File: config.mk
export PLATFORM = sky130hd
export DESIGN_NAME = hex_row_record_parser_flat
export DESIGN_NICKNAME = d
export VERILOG_FILES = /design/src/sv/hrrp_pkg.sv /design/src/sv/hrrp_ifs.sv /design/src/sv/hex_row_record_parser.sv /design/src/flat_wrapper.sv
export SDC_FILE = /design/constraint.sdc
export NUM_CORES = 1
export LEC_CHECK = 0
export ABC_AREA = 1
export BUFFER_PORTS_ARGS = -buffer_cell sky130_fd_sc_hd__buf_2
export CORE_AREA = 4 4 201 203
export DETAILED_ROUTE_END_ITERATION = 8
export DIE_AREA = 0 0 205 207
export PLACE_DENSITY = 0.52
export SKIP_LAST_GASP = 1
export SYNTH_ARGS = -nofsm -noshare
export SYNTH_HDL_FRONTEND = slang
export SYNTH_SLANG_ARGS = --single-unit
File: constraint.sdc
create_clock -name clock -period 6.8 [get_ports clock]
set_input_delay 0.34 -clock clock [delete_from_list [all_inputs] [get_ports clock]]
set_output_delay 0.34 -clock clock [all_outputs]
set_load 0.05 [all_outputs]
File: src/sv/hrrp_pkg.sv
// Shared types, constants and helpers of the hex row record parser.
`timescale 1ns / 1ps

package hrrp_pkg;

   localparam int unsigned MAX_LINE_BYTES_DEF = 256;

   localparam int unsigned CHAR_W       = 8;
   localparam int unsigned CHAR_CNT_W   = 10;
   localparam int unsigned BYTE_CNT_W   = 9;
   localparam int unsigned NIBBLE_W     = 4;

   localparam logic [CHAR_W-1:0]     COLON_CHAR     = 8'h3A;
   localparam logic [CHAR_CNT_W-1:0] MIN_RECORD     = 10'd6;
   localparam logic [BYTE_CNT_W-1:0] DATA_START     = 9'd5;
   localparam logic [CHAR_CNT_W-1:0] CHAR_COUNT_MAX = 10'd1023;

   // Header byte positions within the decoded line
   localparam logic [BYTE_CNT_W-1:0] POS_ARRAY   = 9'd0;
   localparam logic [BYTE_CNT_W-1:0] POS_ROW_HI  = 9'd1;
   localparam logic [BYTE_CNT_W-1:0] POS_ROW_LO  = 9'd2;
   localparam logic [BYTE_CNT_W-1:0] POS_SIZE_HI = 9'd3;
   localparam logic [BYTE_CNT_W-1:0] POS_SIZE_LO = 9'd4;

   typedef enum logic [1:0] {
      ERR_OK     = 2'd0,
      ERR_LENGTH = 2'd1,
      ERR_COLON  = 2'd2,
      ERR_SIZE   = 2'd3
   } error_type;

   typedef enum logic {
      KIND_DATA    = 1'b0,
      KIND_SUMMARY = 1'b1
   } kind_type;

   typedef struct packed {
      logic        kind;
      logic [7:0]  data_byte;
      logic [7:0]  data_index;
      logic [7:0]  array_id;
      logic [15:0] row_number;
      logic [15:0] row_size;
      logic [7:0]  row_checksum;
      logic [7:0]  verify_sum;
      logic [1:0]  error_code;
   } rsp_type;

   // Non-hex characters decode as zero
   function automatic logic [NIBBLE_W-1:0] hex_value(input logic [CHAR_W-1:0] c);
      logic [NIBBLE_W-1:0] v;
      v = '0;
      if (c >= 8'h30 && c <= 8'h39) begin
         v = NIBBLE_W'(c - 8'h30);
      end else if (c >= 8'h61 && c <= 8'h66) begin
         v = NIBBLE_W'(c - 8'h57);
      end else if (c >= 8'h41 && c <= 8'h46) begin
         v = NIBBLE_W'(c - 8'h37);
      end
      return v;
   endfunction

endpackage

File: src/sv/hrrp_ifs.sv
// Valid/ready channel interfaces for the character input and the result output.
`timescale 1ns / 1ps

interface hrrp_req_if;
   logic       valid;
   logic       ready;
   logic [7:0] char_code;
   logic       line_end;

   modport source (output valid, output char_code, output line_end, input ready);
   modport sink   (input valid, input char_code, input line_end, output ready);
endinterface

interface hrrp_rsp_if;
   logic        valid;
   logic        ready;
   logic        kind;
   logic [7:0]  data_byte;
   logic [7:0]  data_index;
   logic [7:0]  array_id;
   logic [15:0] row_number;
   logic [15:0] row_size;
   logic [7:0]  row_checksum;
   logic [7:0]  verify_sum;
   logic [1:0]  error_code;

   modport source (output valid, output kind, output data_byte, output data_index,
                   output array_id, output row_number, output row_size,
                   output row_checksum, output verify_sum, output error_code,
                   input ready);
   modport sink   (input valid, input kind, input data_byte, input data_index,
                   input array_id, input row_number, input row_size,
                   input row_checksum, input verify_sum, input error_code,
                   output ready);
endinterface

File: src/sv/hex_row_record_parser.sv
// Top level of the hex row record parser: character decode, line state and result queue.
`timescale 1ns / 1ps
// A result transaction is registered from the character that causes it.
// Throughput: one character per cycle while the skid slot is free.
// Output: a main result register plus one skid register, so a character is still taken
//   while one finished result waits; input stalls only when both are full.
// Reset (synchronous, active high): empties both result registers and clears the line state.

module hex_row_record_parser #(
   parameter int unsigned MAX_LINE_BYTES = hrrp_pkg::MAX_LINE_BYTES_DEF
) (
   input  logic          clock,
   input  logic          reset,
   hrrp_req_if.sink      req_chan,
   hrrp_rsp_if.source    rsp_chan
);
   import hrrp_pkg::*;

   localparam logic [BYTE_CNT_W:0] MAX_BYTES = (BYTE_CNT_W + 1)'(MAX_LINE_BYTES);

   // Line state
   logic [CHAR_CNT_W-1:0] char_count_ff,  char_count_in;
   logic [NIBBLE_W-1:0]   high_nibble_ff, high_nibble_in;
   logic [BYTE_CNT_W-1:0] byte_count_ff,  byte_count_in;
   logic                  start_ok_ff,    start_ok_in;
   logic                  overflow_ff,    overflow_in;
   logic [7:0]            held_array_ff,  held_array_in;
   logic [15:0]           held_row_ff,    held_row_in;
   logic [15:0]           held_size_ff,   held_size_in;
   logic [7:0]            last_byte_ff,   last_byte_in;

   // Result queue: main register and skid register
   logic    out_valid_ff,  skid_valid_ff;
   rsp_type out_data_ff,   skid_data_ff;

   logic                  accept;
   logic                  pop;
   logic                  has_result;
   rsp_type               result;
   logic [7:0]            new_byte;
   logic [BYTE_CNT_W-1:0] data_pos;
   logic                  emit;
   error_type             err;

   assign accept = req_chan.valid && req_chan.ready;
   assign pop    = out_valid_ff && rsp_chan.ready;

   // Take a character whenever the skid slot is free
   assign req_chan.ready = !skid_valid_ff;

   assign new_byte = {high_nibble_ff, hex_value(req_chan.char_code)};
   assign data_pos = byte_count_ff - DATA_START;

   // Next line state and the result caused by this character
   always_comb begin
      char_count_in  = char_count_ff;
      high_nibble_in = high_nibble_ff;
      byte_count_in  = byte_count_ff;
      start_ok_in    = start_ok_ff;
      overflow_in    = overflow_ff;
      held_array_in  = held_array_ff;
      held_row_in    = held_row_ff;
      held_size_in   = held_size_ff;
      last_byte_in   = last_byte_ff;
      emit           = 1'b0;

      if (char_count_ff == CHAR_COUNT_MAX) begin
         // Saturated line: ignore the character, flag the overflow
         overflow_in = 1'b1;
      end else if (char_count_ff == '0) begin
         // First character of a line: start clean and check for the colon
         high_nibble_in = '0;
         byte_count_in  = '0;
         overflow_in    = 1'b0;
         held_array_in  = '0;
         held_row_in    = '0;
         held_size_in   = '0;
         last_byte_in   = '0;
         start_ok_in    = (req_chan.char_code == COLON_CHAR);
         char_count_in  = CHAR_CNT_W'(1);
      end else begin
         if (char_count_ff[0]) begin
            high_nibble_in = hex_value(req_chan.char_code);
         end else if ({1'b0, byte_count_ff} >= MAX_BYTES) begin
            // Buffer full: drop the byte
            overflow_in = 1'b1;
         end else begin
            unique case (byte_count_ff)
               POS_ARRAY:   held_array_in = new_byte;
               POS_ROW_HI:  held_row_in   = {new_byte, held_row_ff[7:0]};
               POS_ROW_LO:  held_row_in   = {held_row_ff[15:8], new_byte};
               POS_SIZE_HI: held_size_in  = {new_byte, held_size_ff[7:0]};
               POS_SIZE_LO: held_size_in  = {held_size_ff[15:8], new_byte};
               default: begin
                  emit = start_ok_ff && ({7'd0, data_pos} < held_size_ff);
               end
            endcase
            last_byte_in  = new_byte;
            byte_count_in = byte_count_ff + BYTE_CNT_W'(1);
         end
         char_count_in = char_count_ff + CHAR_CNT_W'(1);
      end

      // Error priority: short line, missing colon, odd length or overflow, size mismatch
      if (char_count_in <= MIN_RECORD) begin
         err = ERR_LENGTH;
      end else if (!start_ok_in) begin
         err = ERR_COLON;
      end else if (!char_count_in[0] || overflow_in) begin
         err = ERR_LENGTH;
      end else if ((17'(held_size_in) + 17'(MIN_RECORD)) != 17'(byte_count_in)) begin
         err = ERR_SIZE;
      end else begin
         err = ERR_OK;
      end

      result = '0;
      if (req_chan.line_end) begin
         result.kind         = KIND_SUMMARY;
         result.array_id     = held_array_in;
         result.row_number   = held_row_in;
         result.row_size     = held_size_in;
         result.row_checksum = last_byte_in;
         result.verify_sum   = last_byte_in + held_array_in + held_row_in[7:0]
                             + held_row_in[15:8] + held_size_in[7:0] + held_size_in[15:8];
         result.error_code   = err;
      end else begin
         result.kind       = KIND_DATA;
         result.data_byte  = new_byte;
         result.data_index = data_pos[7:0];
      end
      has_result = req_chan.line_end || emit;
   end

   // Line state registers; clear everything after the line end
   always_ff @(posedge clock) begin
      if (reset || (accept && req_chan.line_end)) begin
         char_count_ff  <= '0;
         high_nibble_ff <= '0;
         byte_count_ff  <= '0;
         start_ok_ff    <= 1'b0;
         overflow_ff    <= 1'b0;
         held_array_ff  <= '0;
         held_row_ff    <= '0;
         held_size_ff   <= '0;
         last_byte_ff   <= '0;
      end else if (accept) begin
         char_count_ff  <= char_count_in;
         high_nibble_ff <= high_nibble_in;
         byte_count_ff  <= byte_count_in;
         start_ok_ff    <= start_ok_in;
         overflow_ff    <= overflow_in;
         held_array_ff  <= held_array_in;
         held_row_ff    <= held_row_in;
         held_size_ff   <= held_size_in;
         last_byte_ff   <= last_byte_in;
      end
   end

   // Result queue: advance the skid entry when the main one drains,
   // otherwise drop a new result into the first free slot
   always_ff @(posedge clock) begin
      if (reset) begin
         out_valid_ff  <= 1'b0;
         skid_valid_ff <= 1'b0;
      end else if (skid_valid_ff) begin
         if (pop) begin
            out_data_ff   <= skid_data_ff;
            skid_valid_ff <= 1'b0;
         end
      end else if (accept && has_result) begin
         if (!out_valid_ff || pop) begin
            out_data_ff  <= result;
            out_valid_ff <= 1'b1;
         end else begin
            skid_data_ff  <= result;
            skid_valid_ff <= 1'b1;
         end
      end else if (pop) begin
         out_valid_ff <= 1'b0;
      end
   end

   assign rsp_chan.valid        = out_valid_ff;
   assign rsp_chan.kind         = out_data_ff.kind;
   assign rsp_chan.data_byte    = out_data_ff.data_byte;
   assign rsp_chan.data_index   = out_data_ff.data_index;
   assign rsp_chan.array_id     = out_data_ff.array_id;
   assign rsp_chan.row_number   = out_data_ff.row_number;
   assign rsp_chan.row_size     = out_data_ff.row_size;
   assign rsp_chan.row_checksum = out_data_ff.row_checksum;
   assign rsp_chan.verify_sum   = out_data_ff.verify_sum;
   assign rsp_chan.error_code   = out_data_ff.error_code;

endmodule
File: src/flat_wrapper.sv
// flat-port wrapper written by rule: the top's interface ports become plain ports
module hex_row_record_parser_flat import hrrp_pkg::*;
#(
   parameter int unsigned MAX_LINE_BYTES = hrrp_pkg::MAX_LINE_BYTES_DEF
)
  (clock, reset, req_chan_valid, req_chan_char_code, req_chan_line_end, req_chan_ready, rsp_chan_valid, rsp_chan_kind, rsp_chan_data_byte, rsp_chan_data_index, rsp_chan_array_id, rsp_chan_row_number, rsp_chan_row_size, rsp_chan_row_checksum, rsp_chan_verify_sum, rsp_chan_error_code, rsp_chan_ready);
  hrrp_req_if req_chan_i ();
  hrrp_rsp_if rsp_chan_i ();
  input  logic clock;
  input  logic reset;
  input wire logic [$bits(req_chan_i.valid)-1:0] req_chan_valid;
  input wire logic [$bits(req_chan_i.char_code)-1:0] req_chan_char_code;
  input wire logic [$bits(req_chan_i.line_end)-1:0] req_chan_line_end;
  output wire logic [$bits(req_chan_i.ready)-1:0] req_chan_ready;
  output wire logic [$bits(rsp_chan_i.valid)-1:0] rsp_chan_valid;
  output wire logic [$bits(rsp_chan_i.kind)-1:0] rsp_chan_kind;
  output wire logic [$bits(rsp_chan_i.data_byte)-1:0] rsp_chan_data_byte;
  output wire logic [$bits(rsp_chan_i.data_index)-1:0] rsp_chan_data_index;
  output wire logic [$bits(rsp_chan_i.array_id)-1:0] rsp_chan_array_id;
  output wire logic [$bits(rsp_chan_i.row_number)-1:0] rsp_chan_row_number;
  output wire logic [$bits(rsp_chan_i.row_size)-1:0] rsp_chan_row_size;
  output wire logic [$bits(rsp_chan_i.row_checksum)-1:0] rsp_chan_row_checksum;
  output wire logic [$bits(rsp_chan_i.verify_sum)-1:0] rsp_chan_verify_sum;
  output wire logic [$bits(rsp_chan_i.error_code)-1:0] rsp_chan_error_code;
  input wire logic [$bits(rsp_chan_i.ready)-1:0] rsp_chan_ready;
  assign req_chan_i.valid = req_chan_valid;
  assign req_chan_i.char_code = req_chan_char_code;
  assign req_chan_i.line_end = req_chan_line_end;
  assign req_chan_ready = req_chan_i.ready;
  assign rsp_chan_valid = rsp_chan_i.valid;
  assign rsp_chan_kind = rsp_chan_i.kind;
  assign rsp_chan_data_byte = rsp_chan_i.data_byte;
  assign rsp_chan_data_index = rsp_chan_i.data_index;
  assign rsp_chan_array_id = rsp_chan_i.array_id;
  assign rsp_chan_row_number = rsp_chan_i.row_number;
  assign rsp_chan_row_size = rsp_chan_i.row_size;
  assign rsp_chan_row_checksum = rsp_chan_i.row_checksum;
  assign rsp_chan_verify_sum = rsp_chan_i.verify_sum;
  assign rsp_chan_error_code = rsp_chan_i.error_code;
  assign rsp_chan_i.ready = rsp_chan_ready;
  hex_row_record_parser #(.MAX_LINE_BYTES(MAX_LINE_BYTES)) u_core (.clock(clock), .reset(reset), .req_chan(req_chan_i), .rsp_chan(rsp_chan_i));
endmodule
# Word level (Yosys, flattened, before mapping)
# Index checks and enable logic that the tools add are counted.
dict set report word_totals {
  ff_bits 225
  output_inout_bits 77
  in_bits 13
  word_cells 148
}
dict set report op_classes {
  n_mux 59
  bitwise 4
  add_sub_neg 12
  order_cmp 9
  reduce_logical 26
  n_eq_ne 9
}
# op n
set op_table {}
lappend op_table {{75-bit 2-to-1 mux} 4}
lappend op_table {{16-bit 2-to-1 mux} 9}
lappend op_table {{8-bit 2-to-1 mux} 9}
lappend op_table {{16-bit case mux with 2 select lines} 2}
lappend op_table {{58-bit 2-to-1 mux} 1}
lappend op_table {{8-bit adder} 5}
lappend op_table {{9-bit 2-to-1 mux} 4}
lappend op_table {{10-bit 2-to-1 mux} 2}
lappend op_table {{4-bit 2-to-1 mux} 5}
lappend op_table {{1-bit 2-to-1 mux} 19}
lappend op_table {{9-bit by 2-bit equality test with 1-bit output, second input constant} 2}
lappend op_table {{16-bit by 3-bit adder with 17-bit output, second input constant} 1}
lappend op_table {{17-bit by 9-bit inequality test with 1-bit output} 1}
lappend op_table {{8-bit by 7-bit greater-or-equal comparator with 1-bit output, second input constant} 2}
lappend op_table {{8-bit by 7-bit less-or-equal comparator with 1-bit output, second input constant} 2}
lappend op_table {{9-bit by 16-bit less-than comparator with 1-bit output} 1}
lappend op_table {{10-bit by 1-bit adder with 10-bit output, second input constant} 1}
lappend op_table {{10-bit equality test, second input constant} 1}
lappend op_table {{10-bit by 3-bit less-or-equal comparator with 1-bit output, second input constant} 1}
lappend op_table {{10-bit zero test} 1}
lappend op_table {{9-bit by 1-bit adder with 9-bit output, second input constant} 1}
lappend op_table {{9-bit by 1-bit equality test with 1-bit output, second input constant} 1}
lappend op_table {{9-bit by 3-bit equality test with 1-bit output, second input constant} 1}
lappend op_table {{9-bit greater-or-equal comparator, second input constant} 1}
lappend op_table {{17 further kinds} 42}

# Longest topological paths before layout
# Gate-level depths: netlist (run 1).
dict set report depth {
  word_depth 20
  mapped_depth 35
  ltp_nobuf 35
}

# Least setup slack after synthesis (run 1)
# OpenSTA, ideal clock, no wires.
dict set report synth_timing {
  kind {reg-to-reg}
  from {reg u_core.byte_count_ff[0]}
  to {reg u_core.skid_data_ff[0] (netlist name) (enable)}
  n_path_buf 0
  path_stages_with_launch 21
  synth_period_minus_slack_ns 6.051
  setup_ns 0.509
  t_arrival_ns 5.542
  slack_ns 0.749
  t_required_ns 6.291
  path_cell_list {dfxtp_1 > inv_1 > ha_1 > inv_1 > nand2_1 > nand2_1 > nor2_1 > inv_1 > nand2_1 > o21ai_0 > inv_1 > ha_1 > nand2_1 > inv_1 > nand4_1 > o211ai_1 > a21oi_1 > nor2_1 > o31ai_1 > nand3_1 > nor2_1}
}
dict set report synth_between {
  elab_chain_len 11
  word_cells_on_any_way 18
  classes_between {1 x add/sub; 2 x order compare; 4 x eq/ne; 5 x mux; 6 x reduce/logical}
}
# element line
set synth_lines {}
lappend synth_lines {{start: declaration} hex_row_record_parser.sv:24} ;# logic [BYTE_CNT_W-1:0] byte_count_ff, byte_count_in;
lappend synth_lines {{start signal: assignment} hex_row_record_parser.sv:150} ;# byte_count_ff <= byte_count_in;
lappend synth_lines {{9-bit by 3-bit subtractor with 9-bit output} hex_row_record_parser.sv:52} ;# assign data_pos = byte_count_ff - DATA_START;
lappend synth_lines {{9-bit by 16-bit less-than comparator with 1-bit output} hex_row_record_parser.sv:95} ;# emit = start_ok_ff && ({7'd0, data_pos} < held_size_ff);
lappend synth_lines {{1-bit logical AND} hex_row_record_parser.sv:95}
lappend synth_lines {{1-bit 2-to-1 mux} hex_row_record_parser.sv:88} ;# unique case (byte_count_ff)
lappend synth_lines {{1-bit 2-to-1 mux (*)} hex_row_record_parser.sv:84} ;# end else if ({1'b0, byte_count_ff} >= MAX_BYTES) begin
lappend synth_lines {{1-bit 2-to-1 mux (*)} hex_row_record_parser.sv:82} ;# if (char_count_ff[0]) begin
lappend synth_lines {{1-bit 2-to-1 mux (*)} hex_row_record_parser.sv:70} ;# end else if (char_count_ff == '0) begin
lappend synth_lines {{1-bit 2-to-1 mux (*)} hex_row_record_parser.sv:67} ;# if (char_count_ff == CHAR_COUNT_MAX) begin
lappend synth_lines {{1-bit logical OR (*)} hex_row_record_parser.sv:132} ;# has_result = req_chan.line_end || emit;
lappend synth_lines {{1-bit logical AND (*)} hex_row_record_parser.sv:171} ;# end else if (accept && has_result) begin
lappend synth_lines {{4-bit AND reduction (no source line) (*)} -}
lappend synth_lines {{end signal: assignment} hex_row_record_parser.sv:176} ;# skid_data_ff <= result;
lappend synth_lines {{end: declaration} hex_row_record_parser.sv:34} ;# rsp_type out_data_ff, skid_data_ff;
# Mark *: on every way between the ends. The rest lies on a longest branch, timed or not.
# A chain may end at the register's enable or synchronous reset.

==> results.yml, run 1 <==
cts:
  clk_pin_slew_ns: 0.06
  cts_tree: "done"
  root_buffer: "clkbuf_16"
  post_cts_buffers: 0
  cts_max_path_buffers: 3
  cts_num_sinks: 225
  cts_made_buffers: 26
  cts_max_level: 1
  clk_latency_ns: 0.55
global_routing:
  grt_first_pass_wirelength_mm: 56.2
  grt_max_degree: 83
  use_met2_pct: 28.3
  grt.overflow.total: 0
  grt_pass1_vias: 9676
  grt.busiest_layer: "met2"
  use_met1_pct: 22.2
  antenna_found_initial: 0
  use_met3_pct: 1.78
  grtUsageTotal_pct: 16.6
logic_synthesis:
  synth_common_cells: "nand2_1 (406), inv_1 (180), edfxtp_1 (150)"
  syn_area_per_cell_um2: 8.50
  ys.flop_type: "edfxtp_1"
  syn_inst: 1486
  synth_nets: 1551
  postSynth.asyncResetShare_pct: 0
  synth_seq_cells: 225
  synth_top_cell_by_area: "edfxtp_1"
  synth_edf_count: 150
  synthTopCellsByArea: "edfxtp_1 (36%), nand2_1 (12%), dfxtp_1 (12%), inv_1 (5.3%), fa_1 (4.3%)"
  synth_top_area_share_pct: 35.6
  ys_types: 56
  synth_most_common_cell: "nand2_1"
  syn_area_mm2: 0.0126
  ys_warn_count: 0
  ys_seq_area_share_pct: 47.5
routing:
  via_count: 9980
  vias_per_cell: 4.76
  initialDrtViolationCount: 848
  firstDrtPassIters: 5
  post_drt_wl_per_cell_um: 17.1
  drc: 0
  drtAntennaViolNets: 0
  drt_wl_total_mm: 35.9
timing:
  fin_skew_ns: 0.0187
  worst_pin_slew_ns: 0.944
  min_period_ns: 6.06
  setup_violations: 0
  fin_hold_ws_ns: 0.115
  fmax_mhz: 165
  period_share_pct: 89.2
  slew_headroom_pct: 36.4
  finalHoldViolCount: 0
  slew_viol_final: 0
  rsz0062_at_grt: "false"
  fin_setup_tns_ns: 0
power_and_ir_drop:
  combPwrFrac_pct: 20.6
  ir_worst_vdd_v: 0.000132
  p_leak_nw: 6.28
  p_sw_w: 0.00112
  swShare_pct: 31.0
  clockPowerShare_pct: 36.7
  intPower_w: 0.00250
  p_seq_share_pct: 42.7
  p_per_area_mw_per_mm2: 252
worst_setup_path:
  start_kind: "flip-flop"
  crit_fanout: 12
  cp_slowest_cell: "fa_1"
  arrival_ns: 6.35
  critPathMaxStageDelay_ns: 0.58
  endpoint_kind: "flip-flop"
  critical_path_class: "reg -> reg"
  required_ns: 7.09
final_layout:
  nets: 1625
  final_area_mm2: 0.0144
  area_growth_pct: 13.9
  num_antenna_cells: 0
  drive_gt1_share_pct: 14.9
flow_run:
  cap_violations: 0
die:
  die_area_mm2: 0.0424
  core_mm2: 0.0385
  fp-row-count: 72
  initial_core_util_pct: 32.9
  die_y_um: 207
  die_w_um: 205
  ios: 90
status:
  status: "completed"
placed_design:
  dpl-instance-area_mm2: 0.0136
  io_buffers: 89
  dpl.hpwl_mm: 26.0
  globalplace.congestion: 0.934
worst_hold_path:
  hold_class: "in -> reg"
per-layer routing:
layer / up-vias / wire [um]
li1: 4994 / -
met1: 4705 / 15800
met2: 226 / 17300
met3: 55 / 1820
met4: 0 / 1030
met5: - / 0
through the flow:
| stage | utilization, % | total power (W) | setup WS (ns) | instances |
|---|---|---|---|---|
| after detailed placement | 35.3 | 0.00233 | 0.675 | 2049 |
| after global routing | 37.4 | 0.00381 | 0.238 | 2098 |
| final | 37.4 | 0.00362 | 0.737 | 2098 |
| after floorplan | - | 0.00212 | 0.749 | 1486 |
| after CTS | 37.4 | 0.00368 | 0.788 | 2098 |
| after global placement | 35.3 | 0.00232 | 0.774 | 2049 |
critical path: cells and delay by family (launching register included):
| family | cells | cell delay, ns |
|---|---|---|
| xor gates and xnor gates | 3 | 0.53 |
| and+or+nand+nor | 14 | 1.25 |
| buffers and inverters | 8 | 1.10 |
| AOI/OAI and AO/OA | 2 | 0.46 |
| adders and majority gates | 5 | 2.10 |
| DFF | 1 | 0.34 |
cells by family after synthesis:
logic type	synth area share, %
compound gates	11.1
xor+xnor	2.15
fa+ha+maj	6.75
buf+inv	8.33
flops	47.5
simple gates	24.1
final timing paths:
kind / from / endpoint / slack (ns) / cells past startpoint
min: rsp_chan_ready / u_core.skid_valid_ff / 0.11 / 4
min reg2reg: u_core.held_row_ff[2] / u_core.held_row_ff[2] / 0.47 / 2
max reg2reg: u_core.char_count_ff[0] / u_core.rsp_chan.verify_sum[7] / 0.74 / 32
max: u_core.char_count_ff[0] / u_core.rsp_chan.verify_sum[7] / 0.74 / 32
flip-flops by register name, summed over array words and instances, names as in the netlist, 4 cells and up:
name,count
u_core.rsp_chan.data_index,8
u_core.rsp_chan.data_byte,8
u_core.held_size_ff,16
u_core.rsp_chan.row_checksum,8
u_core.held_array_ff,8
u_core.held_row_ff,16
u_core.rsp_chan.array_id,8
u_core.skid_data_ff,75
u_core.byte_count_ff,9
u_core.char_count_ff,10
u_core.rsp_chan.row_size,16
u_core.rsp_chan.verify_sum,8
u_core.last_byte_ff,8
u_core.high_nibble_ff,4
u_core.rsp_chan.row_number,16
power groups by stage:
stage	registers (W)	clock network (W)	logic [W]
floorplan	0.00163	0	0.000483
global placement	0.00158	0	0.000746
detailed placement	0.00158	0	0.000752
CTS	0.00155	0.00138	0.000755
global route	0.00155	0.00142	0.000840
finish	0.00155	0.00133	0.000745
layout by cell type, fill, tap and decap left out, types with 5 or more instances in the layout:
master and instances:
inv_2 22, clkinv_2 9, o211ai_1 18, fa_1 27, o22ai_1 12, nor3_1 9
edfxtp_1 150, inv_1 178, buf_4 11, nand3_1 41, clkinv_1 5, nand2_4 12
xnor2_1 5, o21ai_1 6, nor2_1 119, nand2_1 406, nand2_2 15, ha_1 25
xor2_1 26, o21ai_2 5, a21oi_1 98, nand4_1 19, nor2_4 13, nand3_2 5
clkbuf_1 9, o21ai_0 98, dfxtp_1 74, clkbuf_16 27, buf_2 89, nor2_2 5
layout make-up:
cell class	instances	area, um^2
multi-input combinational	998	5590
tap	518	648
inverter	206	782
fill	3946	24100
sequential	225	6010
clock inverter	12	82.6
timing repair buffer	103	578
clock buffer	36	709
what timing repair did:
action                                 in CTS  in global routing
endpoints found under the hold margin       1                  0
hold buffers                                1                  0
resized for setup                           0                  0
(Power assumes the default switching activity.)
==> run 2: changes to the inputs <==
--- a/config.mk
+++ b/config.mk
@@ -6,11 +6,12 @@
 export NUM_CORES = 1
 export LEC_CHECK = 0
 export ABC_AREA = 1
+export ABC_CLOCK_PERIOD_IN_PS = 6800
 export BUFFER_PORTS_ARGS = -buffer_cell sky130_fd_sc_hd__buf_2
-export CORE_AREA = 4 4 201 203
+export CORE_AREA = 4 4 212 193
 export DETAILED_ROUTE_END_ITERATION = 8
-export DIE_AREA = 0 0 205 207
-export PLACE_DENSITY = 0.52
+export DIE_AREA = 0 0 216 197
+export PLACE_DENSITY = 0.51
 export SKIP_LAST_GASP = 1
 export SYNTH_ARGS = -nofsm -noshare
 export SYNTH_HDL_FRONTEND = slang
==> run 2 against run 1 <==
Clock power up 5%. Count of clock-buffer cells in the layout is 1 higher. Final cell count up 0.38%. Critical path depth is 7 lower. Sequential share of layout area down 0.15 points. Largest cell class unchanged. Largest power group unchanged.
==> results.yml, run 2 (same netlist as run 1, synthesis figures left out) <==
final_layout:
  num_antenna_cells: 0
  utilization_pct: 37.7
  regMostFlops: "u_core.skid_data_ff"
  final_common_cell: "nand2_1"
  area_growth_pct: 14.3
  drive_gt1_share_pct: 15.1
  largest_reg_flops: 75
  final_area_mm2: 0.0144
  fillers: 3956
  layout_common_cells: "nand2_1 (406), inv_1 (178), edfxtp_1 (150), nor2_1 (119)"
  nets: 1626
cts:
  cts_made_buffers: 27
  cts_num_sinks: 225
  cts_tree: "done"
  cts-hold-fix-buffers: 1
  cts_max_path_buffers: 3
  clk_latency_ns: 0.54
  cts_max_level: 1
  clk_pin_slew_ns: 0.06
  root_buffer: "clkbuf_16"
  post_cts_buffers: 0
  cts.repair.resized: 0
die:
  initial_core_util_pct: 32.9
  die_area_mm2: 0.0426
  die_w_um: 216
  ios: 90
  core_mm2: 0.0384
  die_y_um: 197
  fp-row-count: 68
power_and_ir_drop:
  p_per_area_mw_per_mm2: 256
  p_leak_nw: 6.30
  power.total_w: 0.00370
  ir_worst_vdd_v: 0.000151
routing:
  initialDrtViolationCount: 756
  drt_wl_total_mm: 35.7
  via_count: 10138
  drtAntennaViolNets: 0
  firstDrtPassIters: 5
  drc: 0
  post_drt_wl_per_cell_um: 17.0
  vias_per_cell: 4.81
worst_setup_path:
  required_ns: 7.09
  start_kind: "flip-flop"
  arrival_ns: 6.27
  critical_path_class: "reg -> reg"
  timing.rr.start: "u_core.char_count_ff[0]"
  reg2reg_to: "u_core.rsp_chan.verify_sum[7]"
  crit_start: "u_core.char_count_ff[0]"
  reg2reg_depth: 25
  crit_end: "u_core.rsp_chan.verify_sum[7]"
  crit_fanout: 9
  rrSetupSlack_ns: 0.83
  endpoint_kind: "flip-flop"
timing:
  fin_hold_ws_ns: 0.151
  setup_violations: 0
  min_period_ns: 5.97
  fin_skew_ns: 0.0204
  finalHoldViolCount: 0
  rsz0062_at_grt: "false"
  slew_viol_final: 0
  worst_pin_slew_ns: 1.05
  period_share_pct: 87.9
  fmax_mhz: 167
  fin_setup_tns_ns: 0
  slew_headroom_pct: 29.9
status:
  status: "completed"
global_routing:
  antenna_found_initial: 1
  grt_max_degree: 82
  grt_pass1_vias: 9903
  grtUsageTotal_pct: 16.5
  grt.overflow.total: 0
  grt_first_pass_wirelength_mm: 56.2
placed_design:
  dpl.hpwl_mm: 25.8
  globalplace.congestion: 0.891
  io_buffers: 89
  dpl-instance-area_mm2: 0.0136
worst_hold_path:
  whs_path_depth: 4
  hold_class: "in -> reg"
flow_run:
  cap_violations: 0
==> run 2: cell types whose count changed in the layout (fill, tap and decap cells not counted) <==
cell | previous run | this run
buf_12 | 2 | 1
buf_4 | 11 | 12
bufinv_16 | 1 | 2
clkbuf_1 | 9 | 8
clkbuf_8 | 0 | 2
clkinv_1 | 5 | 4
clkinv_2 | 9 | 7
clkinv_4 | 0 | 1
clkinvlp_4 | 1 | 2
==> run 2: worst min path at each step <==
stage	end	from
global placement	u_core.held_row_ff[2]	u_core.held_row_ff[2]
detailed placement	u_core.held_row_ff[1]	u_core.held_row_ff[1]
global route	u_core.skid_valid_ff	rsp_chan_ready
floorplan	u_core.skid_valid_ff	reset
CTS	u_core.skid_valid_ff	rsp_chan_ready
finish	u_core.skid_valid_ff	rsp_chan_ready
==> run 2: layout make-up <==
type | instances | area (um^2) | area share, %
inverter | 206 | 782 | 5.41
multi-input combinational | 998 | 5590 | 38.7
timing repair buffer | 103 | 566 | 3.91
sequential | 225 | 6010 | 41.6
clock buffer | 37 | 733 | 5.07
tap | 525 | 657 | 4.55
clock inverter | 12 | 115 | 0.797
==> run 2: worst max-delay path, cell delays in order (launching register included) <==
cell and delay (ns):
dfxtp_1 0.35, ha_1 0.17, nand2_1 0.12, nor3_1 0.32, nand4_1 0.51, o21ai_0 0.63
fa_1 0.51, fa_1 0.54, inv_1 0.05, fa_1 0.58, inv_1 0.06, ha_1 0.28
nand2_1 0.06, nor2_1 0.04, a211oi_1 0.30, nor2_1 0.07, nor2_1 0.09, nor2_1 0.05
nor2_1 0.10, xor2_1 0.20, xor2_1 0.19, xnor2_1 0.16, nand2_1 0.06, nor3b_2 0.16
nand2_1 0.08, nand2_1 0.05
==> run 2: layer usage <==
metal  track usage [%]  routed length (um)
met5                 0                  16
met4              3.63                 730
met3              2.91                1920
met2              28.1               16900
met1              22.0               16200
==> run 2: stage by stage <==
stage / instances / setup slack, ns
final: 2106 / 0.826
after global routing: 2106 / 0.284
after CTS: 2106 / 0.818
after detailed placement: 2056 / 0.709
after global placement: 2056 / 0.811
after floorplan: 1486 / 0.749
==> run 2: report_power, final <==
| group | switching (W) | internal (W) | leakage (nW) | total [W] |
|---|---|---|---|---|
| Clock | 0.000577 | 0.000827 | 0.410 | 0.00140 |
| Sequential | 0.0000275 | 0.00152 | 2.04 | 0.00155 |
| Combinational | 0.000535 | 0.000214 | 3.85 | 0.000749 |
==> run 3: changes to the inputs <==
--- a/config.mk
+++ b/config.mk
@@ -8,10 +8,12 @@
 export ABC_AREA = 1
 export ABC_CLOCK_PERIOD_IN_PS = 6800
 export BUFFER_PORTS_ARGS = -buffer_cell sky130_fd_sc_hd__buf_2
-export CORE_AREA = 4 4 212 193
+export CELL_PAD_IN_SITES_DETAIL_PLACEMENT = 0
+export CELL_PAD_IN_SITES_GLOBAL_PLACEMENT = 1
+export CORE_AREA = 4 4 178 163
 export DETAILED_ROUTE_END_ITERATION = 8
-export DIE_AREA = 0 0 216 197
-export PLACE_DENSITY = 0.51
+export DIE_AREA = 0 0 182 167
+export PLACE_DENSITY = 0.84
 export SKIP_LAST_GASP = 1
 export SYNTH_ARGS = -nofsm -noshare
 export SYNTH_HDL_FRONTEND = slang
==> run 3 against run 2 <==
Sequential power barely moved. Final cell count is 8.1% lower. Total power fell by 3.4%. Flip-flop and latch count unchanged. Via count shrank 0.97%.
==> results.yml, run 3 (same netlist as run 1, synthesis figures left out) <==
status:
  status: "completed"
placed_design:
  dp_cells: 1889
  dpl_worst_slack_ns: 0.757
  io_buffers: 89
  globalplace.congestion: 0.917
  dpl.hpwl_mm: 24.6
timing:
  fin_skew_ns: 0.0119
  setup_violations: 0
  slew_viol_final: 0
  fin_hold_ws_ns: 0.120
  fin_setup_tns_ns: 0
  finalHoldViolCount: 0
  rsz0062_at_grt: "false"
  layout_setup_ws_ns: 0.843
  period_share_pct: 87.6
  slew_headroom_pct: 31.5
  min_period_ns: 5.96
  fmax_mhz: 168
  worst_pin_slew_ns: 1.03
power_and_ir_drop:
  ir_worst_vdd_v: 0.000160
  p_sw_w: 0.00111
  p_leak_nw: 6.28
  swShare_pct: 31.0
  p_per_area_mw_per_mm2: 252
  combPwrFrac_pct: 20.7
  clockPowerShare_pct: 36.0
  p_seq_share_pct: 43.3
  intPower_w: 0.00247
final_layout:
  layout_common_cells: "nand2_1 (405), inv_1 (178), edfxtp_1 (150), nor2_1 (119)"
  largest_reg_flops: 75
  nets: 1628
  regMostFlops: "u_core.skid_data_ff"
  final_common_cell: "nand2_1"
  final-seq-area_mm2: 0.00601
  drive_gt1_share_pct: 15.2
  fillers: 2518
  num_antenna_cells: 0
  area_growth_pct: 12.1
  utilization_pct: 52.7
  finalNonFillerCells: 1936
  multi_input_area_mm2: 0.00559
cts:
  cts_num_sinks: 225
  root_buffer: "clkbuf_16"
  clk_latency_ns: 0.54
  cts_made_buffers: 25
  cts_max_level: 1
  cts_max_path_buffers: 3
  cts.repair.resized: 0
  clk_pin_slew_ns: 0.06
  cts_tree: "done"
flow_run:
  cap_violations: 0
routing:
  drtAntennaViolNets: 0
  drt_wl_total_mm: 33.9
  firstDrtPassIters: 7
  vias_per_cell: 5.19
  via_count: 10040
  initialDrtViolationCount: 995
  drc: 0
  post_drt_wl_per_cell_um: 17.5
worst_hold_path:
  whs_path_depth: 4
  hold_class: "in -> reg"
die:
  die_y_um: 167
  die_w_um: 182
  core_mm2: 0.0269
  initial_core_util_pct: 47.0
  ios: 90
  fp-row-count: 57
  die_area_mm2: 0.0304
worst_setup_path:
  crit_top_cell: "nand2_1"
  required_ns: 7.09
  arrival_ns: 6.25
  start_kind: "flip-flop"
  reg2reg_depth: 31
  crit_fanout: 14
  endpoint_kind: "flip-flop"
  critPathMaxStageDelay_ns: 0.52
  cp_slowest_cell: "fa_1"
  critical_path_class: "reg -> reg"
global_routing:
  grt_max_degree: 82
  grt_pass1_vias: 9685
  grt.overflow.total: 0
  grtUsageTotal_pct: 22.1
  grt_first_pass_wirelength_mm: 54.1
  antenna_found_initial: 0
-- run 3: changes by cell type in the layout (fill, tap and decap cells not counted), sizes merged --
cell      before  now
inv          202  204
clkbuf        37   34
buf          102  106
clkinvlp       2    1
bufinv         2    1
-- run 3: cell type report --
cell class                      instances  share of cell area [%]
Sequential cell                       225                    42.4
Multi-Input combinational cell        998                    39.4
Inverter                              206                    5.52
Clock buffer                           34                    4.72
Timing Repair Buffer                  107                    4.11
Tap cell                              354                    3.13
Clock inverter                         12                   0.697
-- run 3: through the flow --
step	area, um^2	power, W
finish	14200	0.00358
global placement	13400	0.00230
global route	14200	0.00375
detailed placement	13400	0.00231
CTS	14200	0.00361
floorplan	12600	0.00212
-- run 3: worst max-delay path, delay by kind of cell, from the launching register on --
family                   cells  cell delay, ns
AO/OA/AOI/OAI                2            0.52
adder cells (fa/ha/maj)      5            2.08
buffers and inverters        5            0.45
flip-flops                   1            0.37
XOR/XNOR                     3            0.52
AND/OR/NAND/NOR             16            1.75
-- run 3: timing repair --
item | in CTS | in global routing
hold endpoints to repair | 1 | 0
setup buffers | 0 | 0
hold buffers | 1 | 0
-- run 3: worst paths after layout --
kind | slack (ns) | startpoint | endpoint
worst min register to register | 0.47 | u_core.held_row_ff[2] | u_core.held_row_ff[2]
worst max-delay path | 0.84 | u_core.char_count_ff[0] | u_core.rsp_chan.verify_sum[7]
worst max register to register | 0.84 | u_core.char_count_ff[0] | u_core.rsp_chan.verify_sum[7]
worst min-delay path | 0.12 | rsp_chan_ready | u_core.skid_valid_ff
-- run 3: metal layers --
layer | routed length (um) | GRT usage (%) | part of all wire (%) | vias up
met1 | 15300 | 31.6 | 45 | 4701
met3 | 2130 | 2.60 | 6.3 | 57
met2 | 15400 | 35.7 | 46 | 293
met4 | 1040 | 6.20 | 3.1 | 0
li1 | - | - | - | 4989
met5 | 0 | 0 | 0 | -
-- run 3: power groups by stage --
stage	clock network [W]	logic, W	registers (W)
5_1_grt	0.00137	0.000832	0.00155
3_3_place_gp	0	0.000729	0.00158
2_1_floorplan	0	0.000483	0.00163
4_1_cts	0.00132	0.000744	0.00155
3_5_place_dp	0	0.000738	0.00158
6_report	0.00129	0.000739	0.00155
